File: config.mk
export PLATFORM = sky130hd
export DESIGN_NAME = pooled_linked_list_manager_top
export DESIGN_NICKNAME = d
export VERILOG_FILES = /design/src/design/plm_pkg.sv /design/src/design/plm_ram.sv /design/src/design/plm_ctrl.sv /design/src/design/pooled_linked_list_manager_top.sv
export SDC_FILE = /design/constraint.sdc
export NUM_CORES = 1
export LEC_CHECK = 0
export BUFFER_PORTS_ARGS = -buffer_cell sky130_fd_sc_hd__buf_2
export CORE_ASPECT_RATIO = 1.1
export CORE_MARGIN = 2
export CORE_UTILIZATION = 56
export CTS_CLUSTER_SIZE = 40
export DETAILED_ROUTE_END_ITERATION = 7
export GPL_ROUTABILITY_DRIVEN = 0
export PLACE_DENSITY = 0.75
export SKIP_CTS_REPAIR_TIMING = 1
export SYNTH_ARGS = -nofsm -noshare
export SYNTH_HDL_FRONTEND = slang
export SYNTH_SLANG_ARGS = --single-unit
File: constraint.sdc
create_clock -name clk -period 3.5 [get_ports clk]
set_input_delay 0.7 -clock clk [delete_from_list [all_inputs] [get_ports clk]]
set_output_delay 0.7 -clock clk [all_outputs]
set_load 0.02 [all_outputs]
File: src/design/plm_pkg.sv
// ----------------------------------------------------------------------------
// plm_pkg: pooled linked list manager package
// Transaction types, operation and status codes, default pool size.
// ----------------------------------------------------------------------------
package plm_pkg;

    localparam int POOL_NODES_DEF = 32;
    localparam int VALUE_W        = 16;
    localparam int NODE_W         = 5;

    localparam logic [VALUE_W-1:0] VALUE_RESET = '1;

    localparam logic [1:0] OP_INSERT = 2'd0;
    localparam logic [1:0] OP_DELETE = 2'd1;
    localparam logic [1:0] OP_READ   = 2'd2;
    localparam logic [1:0] OP_UNUSED = 2'd3;

    localparam logic [1:0] ST_OK      = 2'd0;
    localparam logic [1:0] ST_FULL    = 2'd1;
    localparam logic [1:0] ST_EMPTY   = 2'd2;
    localparam logic [1:0] ST_NO_SUCC = 2'd3;

    typedef struct packed {
        logic [1:0]                opcode;
        logic                      at_head;
        logic [NODE_W-1:0]         pred_index;
        logic signed [VALUE_W-1:0] item_value;
    } req_t;

    typedef struct packed {
        logic [1:0]                status;
        logic [NODE_W-1:0]         node_index;
        logic                      head_valid;
        logic [NODE_W-1:0]         head_index;
        logic signed [VALUE_W-1:0] read_value;
        logic                      read_next_valid;
        logic [NODE_W-1:0]         read_next;
    } rsp_t;

endpackage

File: src/design/plm_ram.sv
// ----------------------------------------------------------------------------
// plm_ram: generic simple dual-port RAM
// One write port, one read port, read data registered.
// ----------------------------------------------------------------------------
module plm_ram #(
    parameter int WIDTH = 16,
    parameter int DEPTH = 32
) (
    input  logic                     clk,
    input  logic                     we,
    input  logic [$clog2(DEPTH)-1:0] waddr,
    input  logic [WIDTH-1:0]         wdata,
    input  logic                     re,
    input  logic [$clog2(DEPTH)-1:0] raddr,
    output logic [WIDTH-1:0]         rdata
);

    logic [WIDTH-1:0] mem [DEPTH];

    always_ff @(posedge clk)
    begin
        if (we)
        begin
            mem[waddr] <= wdata;
        end
        if (re)
        begin
            rdata <= mem[raddr];
        end
    end

endmodule

File: src/design/plm_ctrl.sv
// ----------------------------------------------------------------------------
// plm_ctrl: list sequencer
// Holds list and free heads, runs read-modify-write sequences on the node
// value and link memories, and clears them after reset.
// ----------------------------------------------------------------------------
module plm_ctrl
    import plm_pkg::*;
#(
    parameter int POOL_NODES = POOL_NODES_DEF,
    localparam int IW = $clog2(POOL_NODES),
    localparam int LW = IW + 1
) (
    input  logic               clk,
    input  logic               rst_n,
    input  logic               req_valid,
    output logic               req_ready,
    input  req_t               req,
    output logic               res_valid,
    input  logic               res_ready,
    output rsp_t               res,
    output logic               link_we,
    output logic [IW-1:0]      link_waddr,
    output logic [LW-1:0]      link_wdata,
    output logic               val_we,
    output logic [IW-1:0]      val_waddr,
    output logic [VALUE_W-1:0] val_wdata,
    output logic               rd_en,
    output logic [IW-1:0]      rd_addr,
    input  logic [LW-1:0]      link_rdata,
    input  logic [VALUE_W-1:0] val_rdata
);

    localparam logic [LW-1:0] LINK_END = LW'(POOL_NODES);

    typedef enum logic [5:0] {
        S_CLEAR  = 6'b000001,
        S_IDLE   = 6'b000010,
        S_FETCH  = 6'b000100,
        S_LINK   = 6'b001000,
        S_WRITE  = 6'b010000,
        S_RESULT = 6'b100000
    } state_t;

    state_t              state_reg, state_next;
    logic [LW-1:0]       list_head_reg, list_head_next;
    logic [LW-1:0]       free_head_reg, free_head_next;
    logic [IW-1:0]       clr_cnt_reg, clr_cnt_next;
    logic [1:0]          op_reg, op_next;
    logic                at_head_reg, at_head_next;
    logic [IW-1:0]       pred_reg, pred_next;
    logic [VALUE_W-1:0]  item_reg, item_next;
    logic [IW-1:0]       t_reg, t_next;
    logic [1:0]          status_reg, status_next;
    logic [IW-1:0]       node_reg, node_next;
    logic [VALUE_W-1:0]  rval_reg, rval_next;
    logic                rnv_reg, rnv_next;
    logic [IW-1:0]       rnext_reg, rnext_next;
    logic [NODE_W-1:0]   pred_mod;
    logic [IW-1:0]       pred_w;
    logic                head_ok;

    // predecessor wraps modulo the pool size
    always_comb
    begin
        pred_mod = req.pred_index;
        for (int k = NODE_W - 1; k >= 0; k--)
        begin
            if (int'(pred_mod) >= (POOL_NODES << k))
            begin
                pred_mod = pred_mod - NODE_W'(POOL_NODES << k);
            end
        end
        pred_w = IW'(pred_mod);
    end

    assign head_ok = list_head_reg < LINK_END;

    always_comb
    begin
        state_next     = state_reg;
        list_head_next = list_head_reg;
        free_head_next = free_head_reg;
        clr_cnt_next   = clr_cnt_reg;
        op_next        = op_reg;
        at_head_next   = at_head_reg;
        pred_next      = pred_reg;
        item_next      = item_reg;
        t_next         = t_reg;
        status_next    = status_reg;
        node_next      = node_reg;
        rval_next      = rval_reg;
        rnv_next       = rnv_reg;
        rnext_next     = rnext_reg;
        link_we        = 1'b0;
        link_waddr     = t_reg;
        link_wdata     = free_head_reg;
        val_we         = 1'b0;
        val_waddr      = t_reg;
        val_wdata      = item_reg;
        rd_en          = 1'b0;
        rd_addr        = pred_w;
        req_ready      = 1'b0;
        res_valid      = 1'b0;

        unique case (state_reg)
            S_CLEAR:
            begin
                link_we      = 1'b1;
                link_waddr   = clr_cnt_reg;
                link_wdata   = LW'(clr_cnt_reg) + LW'(1);
                val_we       = 1'b1;
                val_waddr    = clr_cnt_reg;
                val_wdata    = VALUE_RESET;
                clr_cnt_next = clr_cnt_reg + IW'(1);
                if (clr_cnt_reg == IW'(POOL_NODES - 1))
                begin
                    state_next = S_IDLE;
                end
            end
            S_IDLE:
            begin
                req_ready = 1'b1;
                if (req_valid)
                begin
                    op_next      = req.opcode;
                    at_head_next = req.at_head;
                    pred_next    = pred_w;
                    item_next    = req.item_value;
                    status_next  = ST_OK;
                    node_next    = '0;
                    rval_next    = '0;
                    rnv_next     = 1'b0;
                    rnext_next   = '0;
                    unique case (req.opcode)
                        OP_INSERT:
                        begin
                            if (free_head_reg < LINK_END)
                            begin
                                rd_en      = 1'b1;
                                rd_addr    = free_head_reg[IW-1:0];
                                t_next     = free_head_reg[IW-1:0];
                                state_next = S_FETCH;
                            end
                            else
                            begin
                                status_next = ST_FULL;
                                state_next  = S_RESULT;
                            end
                        end
                        OP_DELETE:
                        begin
                            if (!head_ok)
                            begin
                                status_next = ST_EMPTY;
                                state_next  = S_RESULT;
                            end
                            else
                            begin
                                rd_en      = 1'b1;
                                rd_addr    = req.at_head ? list_head_reg[IW-1:0] : pred_w;
                                t_next     = list_head_reg[IW-1:0];
                                state_next = S_FETCH;
                            end
                        end
                        OP_READ:
                        begin
                            rd_en      = 1'b1;
                            state_next = S_FETCH;
                        end
                        default:
                        begin
                            state_next = S_RESULT;
                        end
                    endcase
                end
            end
            S_FETCH:
            begin
                unique case (op_reg)
                    OP_INSERT:
                    begin
                        free_head_next = link_rdata;
                        node_next      = t_reg;
                        val_we         = 1'b1;
                        if (at_head_reg)
                        begin
                            link_we        = 1'b1;
                            link_wdata     = list_head_reg;
                            list_head_next = LW'(t_reg);
                            state_next     = S_RESULT;
                        end
                        else
                        begin
                            rd_en      = 1'b1;
                            rd_addr    = pred_reg;
                            state_next = S_LINK;
                        end
                    end
                    OP_DELETE:
                    begin
                        if (at_head_reg)
                        begin
                            list_head_next = link_rdata;
                            link_we        = 1'b1;
                            val_we         = 1'b1;
                            val_wdata      = VALUE_RESET;
                            free_head_next = LW'(t_reg);
                            node_next      = t_reg;
                            state_next     = S_RESULT;
                        end
                        else if (link_rdata >= LINK_END)
                        begin
                            status_next = ST_NO_SUCC;
                            state_next  = S_RESULT;
                        end
                        else
                        begin
                            t_next     = link_rdata[IW-1:0];
                            rd_en      = 1'b1;
                            rd_addr    = link_rdata[IW-1:0];
                            state_next = S_LINK;
                        end
                    end
                    OP_READ:
                    begin
                        node_next = pred_reg;
                        rval_next = val_rdata;
                        if (link_rdata < LINK_END)
                        begin
                            rnv_next   = 1'b1;
                            rnext_next = link_rdata[IW-1:0];
                        end
                        state_next = S_RESULT;
                    end
                    default:
                    begin
                        state_next = S_RESULT;
                    end
                endcase
            end
            S_LINK:
            begin
                link_we    = 1'b1;
                link_wdata = link_rdata;
                if (op_reg != OP_INSERT)
                begin
                    link_waddr = pred_reg;
                end
                state_next = S_WRITE;
            end
            S_WRITE:
            begin
                link_we = 1'b1;
                if (op_reg == OP_INSERT)
                begin
                    link_waddr = pred_reg;
                    link_wdata = LW'(t_reg);
                end
                else
                begin
                    val_we         = 1'b1;
                    val_wdata      = VALUE_RESET;
                    free_head_next = LW'(t_reg);
                    node_next      = t_reg;
                end
                state_next = S_RESULT;
            end
            S_RESULT:
            begin
                res_valid = 1'b1;
                if (res_ready)
                begin
                    state_next = S_IDLE;
                end
            end
            default:
            begin
                state_next = S_IDLE;
            end
        endcase
    end

    always_comb
    begin
        res.status          = status_reg;
        res.node_index      = NODE_W'(node_reg);
        res.head_valid      = head_ok;
        res.head_index      = head_ok ? NODE_W'(list_head_reg) : '0;
        res.read_value      = rval_reg;
        res.read_next_valid = rnv_reg;
        res.read_next       = NODE_W'(rnext_reg);
    end

    always_ff @(posedge clk or negedge rst_n)
    begin
        if (!rst_n)
        begin
            state_reg     <= S_CLEAR;
            list_head_reg <= LINK_END;
            free_head_reg <= '0;
            clr_cnt_reg   <= '0;
        end
        else
        begin
            state_reg     <= state_next;
            list_head_reg <= list_head_next;
            free_head_reg <= free_head_next;
            clr_cnt_reg   <= clr_cnt_next;
        end
    end

    always_ff @(posedge clk)
    begin
        op_reg      <= op_next;
        at_head_reg <= at_head_next;
        pred_reg    <= pred_next;
        item_reg    <= item_next;
        t_reg       <= t_next;
        status_reg  <= status_next;
        node_reg    <= node_next;
        rval_reg    <= rval_next;
        rnv_reg     <= rnv_next;
        rnext_reg   <= rnext_next;
    end

endmodule

File: src/design/pooled_linked_list_manager_top.sv
// ----------------------------------------------------------------------------
// pooled_linked_list_manager_top: pooled singly linked list with free list
// Node values and links live in two RAMs; a sequencer walks them per
// transaction and a response register decouples the output side.
//
//   channel | signals                    | transaction
//   req     | req_valid, req_ready, req  | one operation (insert/delete/read)
//   rsp     | rsp_valid, rsp_ready, rsp  | one result per operation
//
// An operation keeps req_ready low until its result enters the response
// register. Full/empty/unused go straight to the result state; read, head
// insert/delete or missing successor pass through fetch; insert or delete
// after a node through fetch, link and write, set by the chain of dependent
// link RAM reads and the single link RAM write port. A clearing pass after
// reset initialises both RAMs, with req_ready low. A stalled rsp holds the
// sequencer in its result state while the response register is full.
// ----------------------------------------------------------------------------
module pooled_linked_list_manager_top
    import plm_pkg::*;
#(
    parameter int POOL_NODES = POOL_NODES_DEF
) (
    input  logic clk,
    input  logic rst_n,
    input  logic req_valid,
    output logic req_ready,
    input  req_t req,
    output logic rsp_valid,
    input  logic rsp_ready,
    output rsp_t rsp
);

    localparam int IW = $clog2(POOL_NODES);
    localparam int LW = IW + 1;

    logic               res_valid;
    logic               res_ready;
    rsp_t               res;
    logic               link_we;
    logic [IW-1:0]      link_waddr;
    logic [LW-1:0]      link_wdata;
    logic               val_we;
    logic [IW-1:0]      val_waddr;
    logic [VALUE_W-1:0] val_wdata;
    logic               rd_en;
    logic [IW-1:0]      rd_addr;
    logic [LW-1:0]      link_rdata;
    logic [VALUE_W-1:0] val_rdata;
    logic               rsp_valid_reg;
    rsp_t               rsp_reg;

    plm_ctrl #(
        .POOL_NODES (POOL_NODES)
    ) u_ctrl (
        .clk        (clk),
        .rst_n      (rst_n),
        .req_valid  (req_valid),
        .req_ready  (req_ready),
        .req        (req),
        .res_valid  (res_valid),
        .res_ready  (res_ready),
        .res        (res),
        .link_we    (link_we),
        .link_waddr (link_waddr),
        .link_wdata (link_wdata),
        .val_we     (val_we),
        .val_waddr  (val_waddr),
        .val_wdata  (val_wdata),
        .rd_en      (rd_en),
        .rd_addr    (rd_addr),
        .link_rdata (link_rdata),
        .val_rdata  (val_rdata)
    );

    plm_ram #(
        .WIDTH (LW),
        .DEPTH (POOL_NODES)
    ) u_link_ram (
        .clk   (clk),
        .we    (link_we),
        .waddr (link_waddr),
        .wdata (link_wdata),
        .re    (rd_en),
        .raddr (rd_addr),
        .rdata (link_rdata)
    );

    plm_ram #(
        .WIDTH (VALUE_W),
        .DEPTH (POOL_NODES)
    ) u_value_ram (
        .clk   (clk),
        .we    (val_we),
        .waddr (val_waddr),
        .wdata (val_wdata),
        .re    (rd_en),
        .raddr (rd_addr),
        .rdata (val_rdata)
    );

    assign res_ready = !rsp_valid_reg || rsp_ready;

    always_ff @(posedge clk or negedge rst_n)
    begin
        if (!rst_n)
        begin
            rsp_valid_reg <= 1'b0;
        end
        else if (res_ready)
        begin
            rsp_valid_reg <= res_valid;
        end
    end

    always_ff @(posedge clk)
    begin
        if (res_ready && res_valid)
        begin
            rsp_reg <= res;
        end
    end

    assign rsp_valid = rsp_valid_reg;
    assign rsp       = rsp_reg;

endmodule

# [After elaboration in Yosys (flattened, before gate mapping)]
# Memories as Yosys holds them, arrays and structs flattened. A register that Yosys moved wholly into a read port is not among the register bits.
# Index checks and enable logic that the tools add are counted.
[word_totals] out_inout_bits=37 elab_cells=171 reg_bits=117 ramBits=704 mem_count=2
[memory_table] memory="u_value_ram.mem" depth=32 width=16 rd=1 rd_clocked_by_memory_dff=1 write_ports=1 line_no="plm_ram.sv:18" text="logic [WIDTH-1:0] mem [DEPTH];"
[memory_table] memory="u_link_ram.mem" depth=32 width=6 rd=1 rd_clocked_by_memory_dff=1 write_ports=1 line_no="plm_ram.sv:18"
[classes] n_reduce_logical=21 n_mux=91 n_eq_ne=29 addsub=2 n_lt_le_gt_ge=4
[ops] op="$mux W5" count=21
[ops] op="$mux W6" count=14
[ops] op="$mux W16" count=5
[ops] op="$pmux W5 S2" count=6
[ops] op="$pmux W16 S3" count=1
[ops] op="$pmux W6 S2" count=4
[ops] op="$pmux W5 S3" count=3
[ops] op="$pmux W6 S6" count=1
[ops] op="$pmux W16 S2" count=1
[ops] op="$pmux W6 S4" count=1
[ops] op="$mux W1" count=19
[ops] op="$lt A6 B6 Y1 const B" count=3
[ops] op="$pmux W6 S3" count=1
[ops] op="$ne A3 B2 Y1 const B" count=5
[ops] op="$ne A2 B1 Y1 const B" count=6
[ops] op="$ne A2 B2 Y1 const B" count=6
[ops] op="$reduce_and A4 Y1" count=3
[ops] op="$mux W2" count=5
[ops] op="$pmux W1 S2" count=5
[ops] op="$reduce_and A5 Y1" count=2
[ops] op="$pmux W2 S2" count=2
[ops] op="$reduce_and A8 Y1" count=1
[ops] op="$reduce_bool A2 Y1" count=4
[ops] op="$add A5 B1 Y6 const B" count=1
[ops] op="other kinds (22)" count=27

# [Depth between registers and ports, before layout]
# Gate-level depths: netlist of run 1.
[depth] depth_word=6 mapped_depth=13 mapped_depth_nobuf=9

# [Cells and area by module]
# From an unflattened synthesis of run 1, not the netlist that was laid out.
[unflattened] hier_cells=1890 hier_area_um2=33802.4
[by_module_without_submodules] module="plm_ram at u_value_ram" area_each_um2=20694.8 instances=1 cells_per_inst=1143
[by_module_without_submodules] module="plm_ram at u_link_ram" area_each_um2=7649.8 instances=1 cells_per_inst=323
[by_module_without_submodules] module="plm_ctrl" area_each_um2=4352.9 instances=1 cells_per_inst=385
[by_module_without_submodules] module="pooled_linked_list_manager_top" area_each_um2=1104.8 instances=1 cells_per_inst=39

# [Worst setup path before layout of run 1]
# Ideal clock, no wire load.
[synth_path] path_type="reg-to-reg" startpoint="register u_ctrl.state_reg[3]" endpoint="register u_ctrl.rnext_reg[0] (enable)" path_stages_with_launch=8 required_ps=3122 setup_ps=378 path_slack_ps=93 arrival_ps=3028 path_buffers=0 path_cell_list="dfrtp_1 -> nor4_4 -> nand2_1 -> inv_1 -> nor2_1 -> or2_2 -> a21oi_1 -> a21boi_0"
[synth_between] elab_chain_len=3 elab_cells_between_ends=7 cone_classes="5 x eq/ne; 2 x reduce/logical"
[synth_rtl] element="start: declaration" line_no="plm_ctrl.sv:44" text="state_t state_reg, state_next;"
[synth_rtl] element="start signal: assignment" line_no="plm_ctrl.sv:305" text="state_reg <= state_next;"
[synth_rtl] element="$eq A6 B3 Y1 / $eq A6 B2 Y1 (equally long branches)" line_no="plm_ctrl.sv:105" text="unique case (state_reg)"
[synth_rtl] element="$ne A2 B1 Y1 (no source line) (tied with other cells)"
[synth_rtl] element="$reduce_and A4 Y1 (no source line) (*)"
[synth_rtl] element="end signal: assignment" line_no="plm_ctrl.sv:323" text="rnext_reg <= rnext_next;"
[synth_rtl] element="end: declaration" line_no="plm_ctrl.sv:57" text="logic [IW-1:0] rnext_reg, rnext_next;"
# Every way passes the cells marked *; elsewhere a longest branch is shown, timed or not.
# A chain may end at the register's enable or synchronous reset.

# [Worst setup path in the final report of run 1]
[layout_path] startpoint="register u_ctrl.state_reg[1]" endpoint="register u_value_ram.rdata[6], read port of u_value_ram.mem (data pin)"
[layout_between] elab_chain_len=2 elab_cells_between_ends=4 cone_classes="2 x eq/ne; 2 x mux"
[layout_rtl] element="$eq A6 B3 Y1 / $eq A6 B2 Y1 (equally long branches)" line_no="plm_ctrl.sv:105"
[layout_rtl] element="$pmux W5 S2 / $pmux W1 S2 (equally long branches)" line_no="plm_ctrl.sv:105"
[layout_rtl] element="end: declaration" line_no="plm_ram.sv:15" text="output logic [WIDTH-1:0] rdata"
# Parallel ways exist; a longest one is shown, timed or not.

==> parameters.txt, run 1 <==
Parameter                              Value

Clocking
  Worst-skew pair later-pin latency ... 650 ps
  Buffer cell driving the clock tree root ... sky130_fd_sc_hd__clkbuf_16
  Clock buffer count from CTS ... 77
  Num Clock Sinks ... 843
  Level count of the clock H-tree ... 3
  Clock tree from TritonCTS ... yes
  Clock slew at reported path FFs ... approximately 60 ps
  Clock tree buffer depth ... 3

Timing
  Endpoints failing hold ... 0
  Final Max Slew Viols ... 0
  Period utilization ... 0.970
  Slew at the pin with the worst max-slew slack ... 838 ps
  Minimum clock period ... around 3400 ps
  Slew HR ... 0.437
  Max Freq ... 295 MHz
  Setup skew after layout ... between 30 and 40 ps
  RSZ-0062 raised after global routing ... yes
  Setup TNS ... 0 ps
  Count of endpoints failing setup in the final report ... 0
  Worst hold slack after final layout ... 75.7 ps

Yosys
  Post-Synth XOR/XNOR Area ... 0.00129
  Synthesized Nets ... ~2,400
  Post-synthesis simple-gate area fraction ... 0.102
  Flop and latch count out of synthesis ... 843
  Warnings from Yosys ... 0
  Largest family of logic cells by synthesized area ... simple AND/OR/NAND/NOR gates
  Dominant synthesized flop cell ... sky130_fd_sc_hd__edfxtp_1
  Distinct cell type count after synthesis ... 63
  Share of async-settable or async-resettable flops after synthesis ... 0.0285
  Mean area per synthesized cell ... approximately 14 um^2
  Portion of synthesized cell area occupied by the leading cell type ... 0.725
  Share of synthesized cell area in full adder, half adder and majority cells ... 0.000738
  Post-Synthesis Cells ... 2,354
  EDFF count, synth ... 819
  Share of the yosys chip area belonging to registers ... 0.743
  Mapped cell area ... about 34,000 um^2
  Largest area contributor in the netlist ... sky130_fd_sc_hd__edfxtp_1
  Synth top area cells ... sky130_fd_sc_hd__edfxtp_1 (73%), sky130_fd_sc_hd__nand2_1 (4.4%), sky130_fd_sc_hd__mux2i_1 (3.2%)
  Post-synthesis compound-gate area fraction ... 0.0866
  Multiplexer share of the synthesized area ... 0.0461

Final layout
  Layout overhead on the synthesized area ... 15.8%
  Final #Nets ... 2,562
  Antenna Cells ... 0
  Area of all sequential standard cells ... around 25,000 um^2
  Area of the multi-input gates ... ~8300 um^2
  Flip-flop count of the largest register, all copies and words added ... about 510
  Share of final-layout standard cells stronger than drive strength 1 ... 0.182
  Post-Layout Cell Count ... roughly 3,400
  Filler cell count in the final layout ... 3,932

Placement
  Half-perimeter wire length after detailed placement ... 52,900 um
  Number of placed instances with taps included ... ~3,200
  IO buf count ... 64

Outcome
  Outcome ... finished, final reports clean

Setup path
  Arrival time worst endpoint ... between 3000 and 4000 ps
  Startpoint kind of the worst setup timing path ... flip-flop
  CP required ... 3870 ps
  Maximum fanout along the worst path ... just over 40
  Critical Setup Path Class ... reg -> reg
  Register-to-Register Path Depth ... 10
  Worst setup EP type ... flip-flop

Floorplan
  Area enclosed by the die boundary ... approximately 63,000 um^2
  Area of the core ... about 60,000 um^2
  Site row count ... 94
  Effective utilization at floorplan ... 0.567
  Count of boundary I/O pins ... 65
  Floorplan die height ... ~260 um
  Die W ... 239 um

Detailed routing
  Number of detailed-route iterations in the first pass ... 6
  Total number of vias ... roughly 22,000
  Routed wire per std cell ... 25.2 um
  DR iter-0 viols ... 3,385
  Number of routed nets with antenna violations ... 0
  DRC viols ... 0
  Final wirelength ... between 80,000 and 90,000 um
  Vias per inst ... about 6.4

Worst hold path
  Min-delay worst type ... in -> async

Power and ir drop
  Maximum VDD drop ... 0.000481 V
  Total power consumption of the routed design ... 29,100 uW
  Cell Pwr Density ... around 740 nW/um^2
  Leakage dissipation ... 0.0138 uW

GRT
  Total track usage ... 0.270
  Global-route wire length before repair ... 126,000 um
  Largest net degree at the start of global routing ... 75
  Total gr overflow ... 0
  Antenna violations before repair ... 1
  Via count of the first global-routing pass ... 20,702

Flow run
  Number of maximum-capacitance violations ... 0
synth_stat cells (all sizes together) (5+ instances only):
cell / number
or3: 18
mux2: 42
o21bai: 5
a211oi: 91
a221o: 5
nor2b: 10
a31oi: 89
o21ai: 43
nand2: 397
o22ai: 45
and3: 90
or2: 6
buf: 42
nand3: 80
nand3b: 8
a2bb2oi: 5
a21oi: 64
edfxtp: 819
o211ai: 5
clkbuf: 110
nor3: 7
dfrtp: 22
o22a: 22
a311oi: 22
mux2i: 109
nor2: 89
nand2b: 9
a22oi: 10
a22o: 5
and2: 28
nor4: 5
inv: 12
metrics by stage:
step	area, um^2	utilization	worst slack, ps
floorplan	33900	-	93.3
global placement	36400	0.609	-193
detailed placement	36400	0.609	-235
CTS	39000	0.651	-119
global route	39300	0.656	-60.0
finish	39300	0.656	105
where the power goes:
part / internal (uW) / switching, uW / total [uW]
combinational: 2680 / 4900 / 7580
sequential: 12500 / 449 / 13000
clock: 4850 / 3650 / 8510
total: 20100 / 9000 / 29100
worst paths after layout:
path                                            to            startpoint  slack [ps]
max in group asynchronous  u_ctrl.list_head_reg[1]                 rst_n        3010
min                            u_ctrl.state_reg[5]                 rst_n          80
min in group clk               u_ctrl.item_reg[14]               req[14]         240
max                           u_value_ram.rdata[6]   u_ctrl.state_reg[1]         110
max reg2reg                   u_value_ram.rdata[6]   u_ctrl.state_reg[1]         110
min reg2reg                                rsp[34]  u_ctrl.status_reg[1]         420
layer usage:
layer | GRT usage | share of wire
met1 | 0.368 | 0.38
met2 | 0.437 | 0.48
met3 | 0.0492 | 0.11
met4 | 0.104 | 0.031
met5 | 0 | 0.00015
critical path, stage by stage (launching register included):
cell and delay [ps]:
sky130_fd_sc_hd__dfrtp_1 420, sky130_fd_sc_hd__nor4_2 440, sky130_fd_sc_hd__nand3_1 320, sky130_fd_sc_hd__o21a_1 220
sky130_fd_sc_hd__buf_4 160, sky130_fd_sc_hd__a211oi_4 280, sky130_fd_sc_hd__buf_12 260, sky130_fd_sc_hd__nand3_1 170
sky130_fd_sc_hd__buf_4 300, sky130_fd_sc_hd__o22ai_1 440, sky130_fd_sc_hd__a311oi_1 90
final cells by class:
class,count,share of cell area
flip-flops and latches,843,0.641
multi-input cells,1348,0.211
repair buffers,249,0.0562
clock buffers,103,0.0544
well taps,768,0.0245
clock inverters,40,0.0110
inverters,13,0.00124
cell families (layout without fill, tap and decap cells):
group | Yosys count | count (layout)
simple gates | 754 | 756
flops | 843 | 843
mux | 151 | 151
buf+inv | 165 | 405
fa+ha+maj | 2 | 2
xor+xnor | 5 | 5
compound gates | 434 | 434
cell usage in the layout, fill, tap and decap left out, types with 18 or more instances in the layout:
master                      netlist  layout
sky130_fd_sc_hd__a211oi_1        90      90
sky130_fd_sc_hd__a21oi_1         64      62
sky130_fd_sc_hd__a31oi_1         89      89
sky130_fd_sc_hd__and2_1          28      26
sky130_fd_sc_hd__and3_1          90      90
sky130_fd_sc_hd__buf_12           0      40
sky130_fd_sc_hd__buf_2           27      64
sky130_fd_sc_hd__buf_4            7     145
sky130_fd_sc_hd__clkbuf_16        0      78
sky130_fd_sc_hd__dfrtp_1         22      22
sky130_fd_sc_hd__edfxtp_1       819     819
sky130_fd_sc_hd__mux2_2          42      42
sky130_fd_sc_hd__mux2i_1        109     109
sky130_fd_sc_hd__nand2_1        397     395
sky130_fd_sc_hd__nand3_1         79      78
sky130_fd_sc_hd__nor2_1          89      79
sky130_fd_sc_hd__o21ai_0         43      42
sky130_fd_sc_hd__o22a_1          22      21
sky130_fd_sc_hd__o22ai_1         45      25
sky130_fd_sc_hd__o22ai_2          0      20
sky130_fd_sc_hd__or3_1           18      18
Power figures use the tool's default switching activity.
==> inputs of run 2 (changes only) <==
--- a/config.mk
+++ b/config.mk
@@ -9,6 +9,7 @@
 export CORE_ASPECT_RATIO = 1.1
 export CORE_MARGIN = 2
 export CORE_UTILIZATION = 56
+export CTS_CLUSTER_DIAMETER = 200
 export CTS_CLUSTER_SIZE = 40
 export DETAILED_ROUTE_END_ITERATION = 7
 export GPL_ROUTABILITY_DRIVEN = 0
==> constraint.sdc (replaced) <==
create_clock -name clk -period 3.1 [get_ports clk]
set_input_delay 0.62 -clock clk [delete_from_list [all_inputs] [get_ports clk]]
set_output_delay 0.62 -clock clk [all_outputs]
set_load 0.02 [all_outputs]
==> run 2 against run 1 <==
The flow now finishes with violations (negative setup slack). Sequential power rose by 12%. Count of clock-buffer cells in the layout fell by 70. Global-route usage fell by 0.90 points. Highest routed layer is now met4.
==> parameters.txt, run 2 (synthesis results as in run 1) <==
Parameter                              Value

Final layout
  Final #Nets ... 2,628 (was 2,562)
  Flip-flop count of the largest register, all copies and words added ... 512 (unchanged)
  Area of the multi-input gates ... 9170 um^2 (was 8300 um^2)
  Most common cell after layout, fill and taps aside ... sky130_fd_sc_hd__edfxtp_1 (unchanged)
  Area of all sequential standard cells ... 25,200 um^2 (about the same)
  Most frequent cells in the layout ... sky130_fd_sc_hd__edfxtp_1 (819), sky130_fd_sc_hd__nand2_1 (385), sky130_fd_sc_hd__buf_4 (197) (was sky130_fd_sc_hd__edfxtp_1 (819), sky130_fd_sc_hd__nand2_1 (395), sky130_fd_sc_hd__buf_4 (145))
  Layout overhead on the synthesized area ... 17.9% (was 15.8%)
  Share of final-layout standard cells stronger than drive strength 1 ... 0.236 (was 0.182)
  Filler cell count in the final layout ... 3,791 (was 3,932)

Setup path
  Worst setup EP type ... flip-flop (unchanged)
  Critical Setup Path Class ... reg -> reg (unchanged)
  Maximum fanout along the worst path ... 8 (was 41)
  Arrival time worst endpoint ... 3710 ps (was 3760 ps)
  Register-to-Register Path Depth ... 13 (was 10)
  Startpoint kind of the worst setup timing path ... flip-flop (unchanged)
  Launching instance or port of the critical path ... u_ctrl.state_reg[4] (was u_ctrl.state_reg[1])
  CP required ... 3580 ps (was 3870 ps)
  Reg-to-reg startpoint ... u_ctrl.state_reg[4] (was u_ctrl.state_reg[1])
  Reg-to-reg endpoint ... u_value_ram.rdata[11] (was u_value_ram.rdata[6])
  Internal reg-to-reg setup slack ... -140 ps (was 110 ps)

Floorplan
  Site row count ... 94 (unchanged)
  Area of the core ... 59,900 um^2 (unchanged)
  Effective utilization at floorplan ... 0.567 (unchanged)
  Area enclosed by the die boundary ... 62,500 um^2 (unchanged)
  Floorplan die height ... 262 um (unchanged)
  Count of boundary I/O pins ... 65 (unchanged)
  Die W ... 239 um (unchanged)

Clocking
  Num Clock Sinks ... 843 (unchanged)
  Clock slew at reported path FFs ... 140 ps (was 60 ps)
  Clock buffer count from CTS ... 25 (was 77)
  Level count of the clock H-tree ... 1 (was 3)
  Clock tree from TritonCTS ... yes (unchanged)
  Worst-skew pair later-pin latency ... 650 ps (about the same)
  Clock tree buffer depth ... 3 (unchanged)
  Buffer cell driving the clock tree root ... sky130_fd_sc_hd__clkbuf_16 (unchanged)

Detailed routing
  Final wirelength ... 89,000 um (was 84,900 um)
  Number of detailed-route iterations in the first pass ... 8 (was 6)
  DR iter-0 viols ... 3,250 (was 3,385)
  Number of routed nets with antenna violations ... 0 (unchanged)
  DRC viols ... 0 (unchanged)
  Routed wire per std cell ... 26.4 um (was 25.2 um)
  Total number of vias ... 21,898 (was 21,660)
  Vias per inst ... 6.49 (was 6.44)

Outcome
  Outcome ... finished with violations (was finished, final reports clean)
  Violated checks ... negative setup slack

Timing
  Max Freq ... 309 MHz (was 295 MHz)
  Setup skew after layout ... 50.6 ps (was 30.7 ps)
  Minimum clock period ... 3240 ps (was 3390 ps)
  Count of endpoints failing setup in the final report ... 74 (was 0)
  Slew at the pin with the worst max-slew slack ... 927 ps (was 838 ps)
  RSZ-0062 raised after global routing ... yes (unchanged)
  Period utilization ... 1.04 (was 0.970)
  Endpoints failing hold ... 0 (unchanged)
  Final Max Slew Viols ... 0 (unchanged)
  Worst hold slack after final layout ... 132 ps (was 75.7 ps)
  Slew HR ... 0.382 (was 0.437)
  Min setup slack post-route ... -137 ps (was 105 ps)

Flow run
  Number of maximum-capacitance violations ... 0 (unchanged)

GRT
  Largest net degree at the start of global routing ... 67 (was 75)
  Total track usage ... 0.261 (was 0.270)
  Antenna violations before repair ... 1 (unchanged)
  Total gr overflow ... 0 (unchanged)
  Global-route wire length before repair ... 123,000 um (was 126,000 um)
  Via count of the first global-routing pass ... 20,298 (was 20,702)

Worst hold path
  Min-delay worst type ... in -> reg (was in -> async)
  Launch point of the worst hold path ... req[11]
  Hold Path End ... u_ctrl.item_reg[11]
  Worst hold stages ... 1

Power and ir drop
  NetSw ... 10,000 uW (was 9000 uW)
  Cell Pwr Density ... 748 nW/um^2 (was 740 nW/um^2)
  Design internal power ... 19,900 uW (was 20,100 uW)
  Leakage dissipation ... 0.0139 uW (was 0.0138 uW)
  Net switching fraction of the power ... 0.336 (was 0.310)
  Proportion of power drawn by combinational gates ... 0.355 (was 0.261)
  Sequential fraction of design power ... 0.489 (was 0.447)
  Maximum VDD drop ... 0.000574 V (was 0.000481 V)
  Clock network fraction of total power ... 0.156 (was 0.293)

Placement
  Half-perimeter wire length after detailed placement ... 53,800 um (was 52,900 um)
  IO buf count ... 64 (unchanged)
  Place WS ... -538 ps (was -235 ps)
==> run 2: changes by cell type in the layout (fill, tap and decap cells not counted), sizes merged, moves of 2 or more <==
| cell | delta |
|---|---|
| bufinv | -7 |
| buf | +110 |
| inv | -4 |
| clkinv | -26 |
| clkbuf | -61 |
| and2 | -2 |
==> run 2: final cells by class <==
cell class / count / area share
inverter: 13 / 0.00122
clock inverter: 2 / 0.00125
tap: 768 / 0.0240
sequential: 843 / 0.630
timing repair buffer: 369 / 0.0977
clock buffer: 33 / 0.0164
antenna: 1 / 0.0000626
multi-input combinational: 1346 / 0.229
==> run 2: routing by layer <==
layer	up-vias	part of all wire	GRT usage
li1	9430	-	-
met1	10958	0.38	0.359
met2	1307	0.49	0.435
met3	203	0.092	0.0391
met4	0	0.038	0.0807
met5	-	0	0
==> run 2: how the worst max path moves through the flow <==
| stage | slack (ps) | endpoint | depth (start not counted) |
|---|---|---|---|
| 2_1_floorplan | 8 | u_link_ram.mem[0][4] | 10 |
| 3_3_place_gp | -410 | u_value_ram.rdata[0] | 13 |
| 3_5_place_dp | -540 | u_value_ram.rdata[14] | 13 |
| 4_1_cts | -440 | u_value_ram.rdata[14] | 14 |
| 5_1_grt | -160 | u_value_ram.rdata[0] | 13 |
| 6_report | -140 | u_value_ram.rdata[11] | 13 |
==> run 2: stage by stage <==
step	util	TNS (ps)	cell area (um^2)	std cells	total power, uW
2_1_floorplan	-	0	33900	2354	19500
3_5_place_dp	0.628	-6120	37600	3296	23600
3_3_place_gp	0.628	-5290	37600	3296	23400
6_report	0.668	-2360	40000	3375	29900
5_1_grt	0.668	-4360	40000	3374	30800
4_1_cts	0.639	-4210	38300	3331	28100
==> run 2: critical path, stage by stage (launching register included) <==
cell,delay (ps)
sky130_fd_sc_hd__dfrtp_2,470
sky130_fd_sc_hd__nor4_4,340
sky130_fd_sc_hd__nand3_2,150
sky130_fd_sc_hd__o211ai_1,440
sky130_fd_sc_hd__buf_6,250
sky130_fd_sc_hd__and2_4,210
sky130_fd_sc_hd__buf_12,120
sky130_fd_sc_hd__buf_12,120
sky130_fd_sc_hd__clkbuf_16,170
sky130_fd_sc_hd__buf_12,120
sky130_fd_sc_hd__nand2_4,50
sky130_fd_sc_hd__a31oi_4,220
sky130_fd_sc_hd__o22ai_4,130
sky130_fd_sc_hd__a311oi_2,290
==> run 2: power groups by stage <==
stage	Sequential, uW	Clock, uW	Combinational, uW
4_1_cts	14600	4670	8800
3_5_place_dp	14800	0	8790
5_1_grt	14700	5040	11100
2_1_floorplan	14700	0	4840
6_report	14600	4670	10600
3_3_place_gp	14800	0	8570
